File: config.mk
export PLATFORM = sky130hd
export DESIGN_NAME = byte_buffer_bitfield_access
export DESIGN_NICKNAME = d
export VERILOG_FILES = /design/src/rtl/core/bbfa_pkg.sv /design/src/rtl/core/byte_buffer_bitfield_access.sv /design/src/rtl/core/bbfa_queue.sv /design/src/rtl/core/bbfa_front.sv /design/src/rtl/core/bbfa_back.sv
export SDC_FILE = /design/constraint.sdc
export NUM_CORES = 2
export LEC_CHECK = 0
export ABC_AREA = 1
export ABC_CLOCK_PERIOD_IN_PS = 17120
export BUFFER_PORTS_ARGS = -buffer_cell sky130_fd_sc_hd__buf_2
export CAP_MARGIN = 10
export CORE_MARGIN = 2
export CORE_UTILIZATION = 59
export CTS_BUF_LIST = sky130_fd_sc_hd__clkbuf_4
export CTS_CLUSTER_SIZE = 24
export DETAILED_ROUTE_END_ITERATION = 16
export PLACE_DENSITY_LB_ADDON = 0.08
export SLEW_MARGIN = 30
export SYNTH_ARGS = -nofsm -noshare
export SYNTH_HDL_FRONTEND = slang
export SYNTH_SLANG_ARGS = --single-unit
File: constraint.sdc
create_clock -name clk -period 17.12 [get_ports clk]
set_input_delay 3.424 -clock clk [delete_from_list [all_inputs] [get_ports clk]]
set_output_delay 3.424 -clock clk [all_outputs]
set_load 0.05 [all_outputs]
File: src/rtl/core/bbfa_pkg.sv
// shared types and constants for the big-endian bit-field access block
// no dependencies; imported by the top level, the front end and the back end
package bbfa_pkg;

	localparam int unsigned WORD_BITS    = 64;
	localparam int unsigned WINDOW_BYTES = 8;
	localparam int unsigned LANE_BITS    = 3;
	localparam int unsigned SHIFT_BITS   = 6;
	localparam logic [WORD_BITS-1:0] WORD_ONES = '1;

	typedef enum logic {
		OP_READ  = 1'b0,
		OP_WRITE = 1'b1
	} bbfa_op_t;

	typedef struct packed {
		logic        operation;
		logic [7:0]  byte_position;
		logic [6:0]  bit_length;
		logic [2:0]  bit_offset;
		logic [63:0] write_value;
	} bbfa_req_t;

	typedef struct packed {
		logic [63:0] read_value;
		logic        error;
	} bbfa_rsp_t;

	// classified request handed from front to back
	typedef struct packed {
		logic                  operation;
		logic                  active;
		logic                  error;
		logic [7:0]            position;
		logic [SHIFT_BITS-1:0] shift;
		logic [WORD_BITS-1:0]  mask;
		logic [WORD_BITS-1:0]  insert;
	} bbfa_cmd_t;

	typedef enum logic {
		BK_ISSUE = 1'b0,
		BK_EXEC  = 1'b1
	} bbfa_bk_state_t;

endpackage

File: src/rtl/core/byte_buffer_bitfield_access.sv
// top level of the big-endian bit-field access block
// depends on bbfa_pkg, bbfa_front, bbfa_queue and bbfa_back
//
// usage
//   request side is a queue: drive req and raise push; the beat is taken on a
//   rising edge with push high and full low
//   result side is a queue: the oldest result sits on rsp while empty is low;
//   raise pop to take it, taken on a rising edge with pop high and empty low
//   every request gives exactly one result, in request order
// request flow
//   a request is enqueued in the command queue, then its bank read is issued,
//   then it executes and its result is pushed into the result queue
//   the back end reads the eight byte banks for a request, then merges and
//   writes back; it takes no new request until the last one is written back
// stalls
//   a two-entry command queue parts front and back, a two-entry result queue
//   parts back and receiver; when the receiver stalls both fill and full rises
// reset
//   arst_n clears queues and sequencer; per-byte written flags make the whole
//   store read as zero at once, with no clearing pass
module byte_buffer_bitfield_access
	import bbfa_pkg::*;
#(
	parameter int unsigned STORE_BYTES = 256
) (
	input  logic      clk,
	input  logic      arst_n,
	input  logic      push,
	output logic      full,
	input  bbfa_req_t req,
	output logic      empty,
	input  logic      pop,
	output bbfa_rsp_t rsp
);

	localparam int unsigned CMD_W = $bits(bbfa_cmd_t);
	localparam int unsigned RSP_W = $bits(bbfa_rsp_t);

	// classified request from the front end
	bbfa_cmd_t front_cmd;
	bbfa_cmd_t back_cmd;
	logic      cmd_empty, cmd_pop;

	// result beat from the back end
	bbfa_rsp_t back_rsp;
	logic      rsp_full, rsp_push;

	logic [CMD_W-1:0] cmd_dout;
	logic [RSP_W-1:0] rsp_dout;

	bbfa_front #(
		.STORE_BYTES (STORE_BYTES)
	) u_front (
		.req (req),
		.cmd (front_cmd)
	);

	// command queue between front and back
	bbfa_queue #(
		.WIDTH (CMD_W),
		.DEPTH (2)
	) u_cmd_queue (
		.clk    (clk),
		.arst_n (arst_n),
		.push   (push),
		.din    (front_cmd),
		.full   (full),
		.pop    (cmd_pop),
		.dout   (cmd_dout),
		.empty  (cmd_empty)
	);

	assign back_cmd = bbfa_cmd_t'(cmd_dout);

	bbfa_back #(
		.STORE_BYTES (STORE_BYTES)
	) u_back (
		.clk       (clk),
		.arst_n    (arst_n),
		.cmd       (back_cmd),
		.cmd_empty (cmd_empty),
		.cmd_pop   (cmd_pop),
		.rsp       (back_rsp),
		.rsp_full  (rsp_full),
		.rsp_push  (rsp_push)
	);

	// result queue towards the receiver
	bbfa_queue #(
		.WIDTH (RSP_W),
		.DEPTH (2)
	) u_rsp_queue (
		.clk    (clk),
		.arst_n (arst_n),
		.push   (rsp_push),
		.din    (back_rsp),
		.full   (rsp_full),
		.pop    (pop),
		.dout   (rsp_dout),
		.empty  (empty)
	);

	assign rsp = bbfa_rsp_t'(rsp_dout);

endmodule

File: src/rtl/core/bbfa_queue.sv
// small synchronous fifo with registered storage
// depends on nothing; used for the command and result queues
module bbfa_queue #(
	parameter int unsigned WIDTH = 8,
	parameter int unsigned DEPTH = 2
) (
	input  logic             clk,
	input  logic             arst_n,
	input  logic             push,
	input  logic [WIDTH-1:0] din,
	output logic             full,
	input  logic             pop,
	output logic [WIDTH-1:0] dout,
	output logic             empty
);

	localparam int unsigned PW = (DEPTH > 1) ? $clog2(DEPTH) : 1;
	localparam int unsigned CW = $clog2(DEPTH + 1);
	localparam logic [PW-1:0] LAST = PW'(DEPTH - 1);
	localparam logic [CW-1:0] FULLC = CW'(DEPTH);

	logic [WIDTH-1:0] store_q [DEPTH];
	logic [PW-1:0]    wr_ptr_q, rd_ptr_q;
	logic [CW-1:0]    count_q;
	logic             do_push, do_pop;

	assign full    = (count_q == FULLC);
	assign empty   = (count_q == '0);
	assign do_push = push && !full;
	assign do_pop  = pop && !empty;
	assign dout    = store_q[rd_ptr_q];

	always_ff @(posedge clk) begin
		if (do_push) begin
			store_q[wr_ptr_q] <= din;
		end
	end

	always_ff @(posedge clk or negedge arst_n) begin
		if (!arst_n) begin
			wr_ptr_q <= '0;
			rd_ptr_q <= '0;
			count_q  <= '0;
		end else begin
			if (do_push) begin
				wr_ptr_q <= (wr_ptr_q == LAST) ? '0 : wr_ptr_q + 1'b1;
			end
			if (do_pop) begin
				rd_ptr_q <= (rd_ptr_q == LAST) ? '0 : rd_ptr_q + 1'b1;
			end
			if (do_push && !do_pop) begin
				count_q <= count_q + 1'b1;
			end else if (do_pop && !do_push) begin
				count_q <= count_q - 1'b1;
			end
		end
	end

endmodule

File: src/rtl/core/bbfa_front.sv
// front end: range checks and field mask / insert value preparation
// depends on bbfa_pkg
module bbfa_front
	import bbfa_pkg::*;
#(
	parameter int unsigned STORE_BYTES = 256
) (
	input  bbfa_req_t req,
	output bbfa_cmd_t cmd
);

	localparam logic [16:0] STORE_LIMIT = 17'(STORE_BYTES);

	logic [7:0]  fld_end;
	logic [16:0] win_end;
	logic        win_err, fld_err;
	logic [6:0]  shift_w, rsh_w;
	logic [63:0] mask;

	always_comb begin
		fld_end = {5'b0, req.bit_offset} + {1'b0, req.bit_length};
		win_end = {9'b0, req.byte_position} + 17'(WINDOW_BYTES);
		win_err = (win_end > STORE_LIMIT);
		fld_err = (fld_end > 8'(WORD_BITS));
		// lsb of the field inside the big-endian word
		shift_w = 7'(WORD_BITS) - fld_end[6:0];
		rsh_w   = 7'(WORD_BITS) - req.bit_length;
		mask    = (WORD_ONES >> rsh_w[SHIFT_BITS-1:0]) << shift_w[SHIFT_BITS-1:0];

		cmd.operation = req.operation;
		cmd.error     = win_err || fld_err;
		cmd.active    = !(win_err || fld_err) && (req.bit_length != 7'd0);
		cmd.position  = req.byte_position;
		cmd.shift     = shift_w[SHIFT_BITS-1:0];
		cmd.mask      = mask;
		cmd.insert    = (req.write_value << shift_w[SHIFT_BITS-1:0]) & mask;
	end

endmodule

File: src/rtl/core/bbfa_back.sv
// back end: byte-banked store with read-modify-write of the 8-byte window
// depends on bbfa_pkg
module bbfa_back
	import bbfa_pkg::*;
#(
	parameter int unsigned STORE_BYTES = 256
) (
	input  logic      clk,
	input  logic      arst_n,
	input  bbfa_cmd_t cmd,
	input  logic      cmd_empty,
	output logic      cmd_pop,
	output bbfa_rsp_t rsp,
	input  logic      rsp_full,
	output logic      rsp_push
);

	// highest byte a window can reach is 255 + 7
	localparam int unsigned USED_BYTES = (STORE_BYTES < 264) ? STORE_BYTES : 264;
	localparam int unsigned ROWS = (USED_BYTES + WINDOW_BYTES - 1) / WINDOW_BYTES;
	localparam int unsigned RW   = (ROWS > 1) ? $clog2(ROWS) : 1;

	bbfa_bk_state_t state_q, state_d;
	bbfa_cmd_t      cmd_q;
	logic           issue;

	logic [RW-1:0]  row     [WINDOW_BYTES];
	logic [RW-1:0]  row_q   [WINDOW_BYTES];
	logic [7:0]     rdata_q [WINDOW_BYTES];
	logic           rvld_q  [WINDOW_BYTES];
	logic [7:0]     wdata   [WINDOW_BYTES];
	logic           wr_en;

	logic [63:0]    word, new_word;

	// sequencer: issue bank reads, then execute and write back
	always_ff @(posedge clk or negedge arst_n) begin
		if (!arst_n) begin
			state_q <= BK_ISSUE;
		end else begin
			state_q <= state_d;
		end
	end

	always_comb begin
		state_d  = state_q;
		issue    = 1'b0;
		rsp_push = 1'b0;
		case (state_q)
			BK_ISSUE: begin
				if (!cmd_empty && !rsp_full) begin
					issue   = 1'b1;
					state_d = BK_EXEC;
				end
			end
			BK_EXEC: begin
				rsp_push = 1'b1;
				state_d  = BK_ISSUE;
			end
			default: begin
				state_d = BK_ISSUE;
			end
		endcase
	end

	assign cmd_pop = issue;
	assign wr_en   = (state_q == BK_EXEC) && cmd_q.active && (cmd_q.operation == OP_WRITE);

	always_ff @(posedge clk) begin
		if (issue) begin
			cmd_q <= cmd;
		end
	end

	// row of each bank touched by the window
	always_comb begin
		logic [2:0] k;
		logic [8:0] addr;
		for (int b = 0; b < WINDOW_BYTES; b++) begin
			k      = 3'(b) - cmd.position[2:0];
			addr   = {1'b0, cmd.position} + {6'b0, k};
			row[b] = addr[3 +: RW];
		end
	end

	genvar gb;
	generate
		for (gb = 0; gb < WINDOW_BYTES; gb++) begin : g_bank
			logic [7:0]      mem [ROWS];
			logic [ROWS-1:0] vld_q;

			always_ff @(posedge clk) begin
				if (issue && cmd.active) begin
					rdata_q[gb] <= mem[row[gb]];
				end
				if (issue) begin
					row_q[gb] <= row[gb];
				end
				if (wr_en) begin
					mem[row_q[gb]] <= wdata[gb];
				end
			end

			// written flags so the store reads as zero after reset
			always_ff @(posedge clk or negedge arst_n) begin
				if (!arst_n) begin
					vld_q       <= '0;
					rvld_q[gb]  <= 1'b0;
				end else begin
					if (issue && cmd.active) begin
						rvld_q[gb] <= vld_q[row[gb]];
					end
					if (wr_en) begin
						vld_q[row_q[gb]] <= 1'b1;
					end
				end
			end
		end
	endgenerate

	// gather the window big-endian and scatter the merged word back
	always_comb begin
		logic [2:0] lane, k;
		word = '0;
		for (int i = 0; i < WINDOW_BYTES; i++) begin
			lane = cmd_q.position[2:0] + 3'(i);
			word[63 - 8*i -: 8] = rvld_q[lane] ? rdata_q[lane] : 8'h00;
		end
		new_word = (word & ~cmd_q.mask) | cmd_q.insert;
		for (int b = 0; b < WINDOW_BYTES; b++) begin
			k        = 3'(b) - cmd_q.position[2:0];
			wdata[b] = new_word[63 - 8*k -: 8];
		end
	end

	always_comb begin
		rsp.error      = cmd_q.error;
		rsp.read_value = (cmd_q.active && cmd_q.operation == OP_READ)
			? ((word & cmd_q.mask) >> cmd_q.shift) : 64'd0;
	end

endmodule
==> summary.txt <==
Run status
  – Status: finished clean

Logic synthesis
  – Main combinational cell family by area after synthesis: simple AND/OR/NAND/NOR gates
  – Seq/Total Area, Yosys: 64.59%
  – Largest cells by area after synthesis: edfxtp_1, nand2_1, nand3_1
  – Synth async-reset ratio: 9.137%
  – Yosys synthesis warning count: 0
  – Mapped Area: 0.1368 mm²
  – Adder-Cell Fraction of Synth Area: 0.2159%
  – Fraction of synthesized area in multiplexers: 0.6075%
  – Synth top area share: 59.55%
  – Post-synthesis register bit count: 2988
  – Top cell type by total area after synthesis: edfxtp_1
  – Syn Nets: 13688
  – Synth Area in XOR/XNOR: 0.3147%
  – Post-Synth Simple-Gate Area: 24.69%
  – Mean Syn Cell Area: 10.07 µm²
  – Post-synth EDFFs: 2712
  – Gate Count Post-Synth: 13578
  – Yosys cell types: 58
  – Post-synthesis compound-gate area fraction: 5.829%
  – Ys flop type: edfxtp_1

Placement
  – Placed insts: 16085
  – DP HPWL: 288900 µm
  – Buffers on Ports: 153
  – DP Area: 0.1395 mm²
  – Gpl congestion: 1.132

Worst setup path
  – Sequence of cells on the critical path: buf_2, ha_4, inv_2, buf_4, ha_4, ha_4, clkinv_2, buf_4, o21ai_0, o21ai_0, o21ai_0, nand2_1, o21ai_0, nor2_1
  – CP Max Fanout: 74
  – Critical path's top delay family: buffers and inverters
  – CP Launch Type: input port
  – WP data arrival: 8.18 ns
  – Crit path kind: input port to flip-flop
  – Bufs and invs on worst path: 5
  – Crit path required time: 18.31 ns
  – Crit end category: flip-flop
  – Worst path slowest cell: clkinv_2
  – Max incr delay on CP: 0.76 ns
  – CP dominant cell by count: o21ai_0

GRT
  – GRT Total Usage: 36.93%
  – Congestion Overflow GR: 0
  – Initial antenna violation count: 17
  – Vias in the first global route: 101384
  – Maximum number of pins on one net before global-route repair: 147
  – First-pass GRT wire length: 648600 µm

Timing
  – Max-slew violation count: 0
  – Min Hold Slack: 0.4565 ns
  – Normalized max-slew margin: 23.88%
  – Fin crit share: 40.82%
  – RSZ-0062 raised after global routing: no
  – Final setup vio count: 0
  – Crit path time final: 6.988 ns
  – F_max: 143.1 MHz
  – Worst-margin pin slew: 1.130 ns
  – Setup TNS: 0 ns
  – Final Hold Fails: 0
  – Worst Skew: 0.2194 ns

Die
  – Placeable core area: 0.2301 mm²
  – Initial core utilization: 59.43%
  – I/O Pins: 154
  – Die Wd: 485.4 µm
  – Die H: 485.4 µm
  – Die area: 0.2356 mm²
  – Cell Rows: 176

Clock network
  – Clock root buffer: clkbuf_4
  – TritonCTS Buffers: 742
  – Max clock buf depth: 4
  – Total clock sinks: 2988
  – Post-CTS setup buffer count: 0
  – Clock transition at the registers of the reported paths: 0.06 ns
  – # H-tree levels: 6
  – Hold_buf cts: 0
  – Clk_lat worst skew: 1.59 ns
  – CTS tree: built
  – Cts repair resizes: 0

Flow run
  – MaxCap Viol Count: 0

Route
  – Pre-antenna DRT Iters: 10
  – Wirelength per Cell: 25.40 µm
  – DRC: 0
  – Metal2 WL: 200700 µm
  – Vias/cell: 6.172
  – DR top layer: met5
  – Metal3 WL: 45320 µm
  – Routed metal-1 wire length: 174200 µm
  – Detailed-route via count: 107691
  – Antenna viol nets, final: 0
  – Initial DRC Count: 14792
  – WL final: 443100 µm

Cells and area
  – Area of the multi-input gates: 0.04372 mm²
  – Most frequent cells in the layout: nand2_1, edfxtp_1, nand3_1, clkbuf_4, o21ai_0
  – Layout cells sized above 1: 13.50%
  – Area growth, synth to finish: 9.277%
  – Final Non-Filler Cells: 17447
  – Sequential Area: 0.08833 mm²
  – Fillers: 18455
  – NumNets Final: 13918
  – Post-route cell area: 0.1494 mm²
  – Most common cell after layout, fill and taps aside: nand2_1

Hold path
  – Worst hold path type: flip-flop to flip-flop
==> stage by stage <==
stage	util, %	setup slack (ns)
6_report	64.94	10.13
5_1_grt	64.93	9.999
4_1_cts	64.85	10.39
3_5_place_dp	60.61	8.842
3_3_place_gp	60.55	8.935
2_1_floorplan	-	0.5287
==> tightest hold or removal path: stages, from the launching register on <==
cell	delay (ns)
dfrtp_1	0.32
inv_1	0.04
o21ai_0	0.06
==> flip-flops by register name (all words and copies together) (netlist names), named ones only <==
register,flops
u_back.cmd_q,139
u_back.g_bank.mem,2048
u_back.g_bank.vld_q,256
u_back.rdata_q,64
u_back.row_q,40
u_back.rsp,1
u_back.rvld_q,8
u_back.state_q,1
u_cmd_queue.count_q,2
u_cmd_queue.rd_ptr_q,1
u_cmd_queue.store_q,290
u_cmd_queue.wr_ptr_q,1
u_rsp_queue.count_q,2
u_rsp_queue.rd_ptr_q,1
u_rsp_queue.store_q,130
u_rsp_queue.wr_ptr_q,1
==> final timing paths <==
path	endpoint	start	cells after the start	slack, ns
hold / removal	u_back.g_bank[5].vld_q[10]	u_back.g_bank[5].vld_q[10]	2	0.46
setup / recovery	u_cmd_queue.store_q[0][62]	req[67]	14	10.13
min in group asynchronous	u_back.g_bank[0].vld_q[29]	arst_n	1	1.88
max in group asynchronous	u_back.g_bank[1].vld_q[30]	arst_n	4	12.78
setup reg to reg	u_back.g_bank[4].mem[8][3]	u_back.cmd_q[134]	14	10.57
hold reg to reg	u_back.g_bank[5].vld_q[10]	u_back.g_bank[5].vld_q[10]	2	0.46
==> synth_stat cells (all sizes together), types with 3 or more instances <==
cell type,n
and2,4
dfrtp,273
mux2i,83
nand3,2650
a32o,3
a31oi,17
o31ai,3
clkbuf,458
ha,22
edfxtp,2712
a32oi,9
nand4,100
nor3,44
nor2,898
nand2,3882
o22ai,51
nor4,3
buf,389
nand3b,8
xnor2,4
o211ai,109
o221ai,90
inv,377
xor2,28
or2,233
o21ai,908
o21bai,58
dfxtp,3
a21oi,137
clkinv,12
==> final cells by class <==
type,count,share of cell area [%]
flip-flops and latches,2988,59.11
multi-input cells,9354,29.26
clock buffers,1153,5.792
well taps,3026,2.534
repair buffers,333,1.543
inverters,389,0.9989
clock inverters,187,0.7334
diodes,17,0.02847
==> kinds of logic after synthesis <==
group                    after synthesis
multiplexers                          83
adder cells (fa/ha/maj)               23
XOR/XNOR                              32
flip-flops                          2988
AND/OR/NAND/NOR                     7824
buffers and inverters               1236
AO/OA/AOI/OAI                       1392
==> layer usage <==
layer,GRT usage [%],vias to the layer above
li1,-,48531
met1,51.15,51911
met2,56.16,6261
met3,7.615,976
met4,17.79,12
met5,0,-
Power is left out: the tool's default activity adds up to more than one toggle a clock period on the data nets, which glitch-free logic cannot reach.
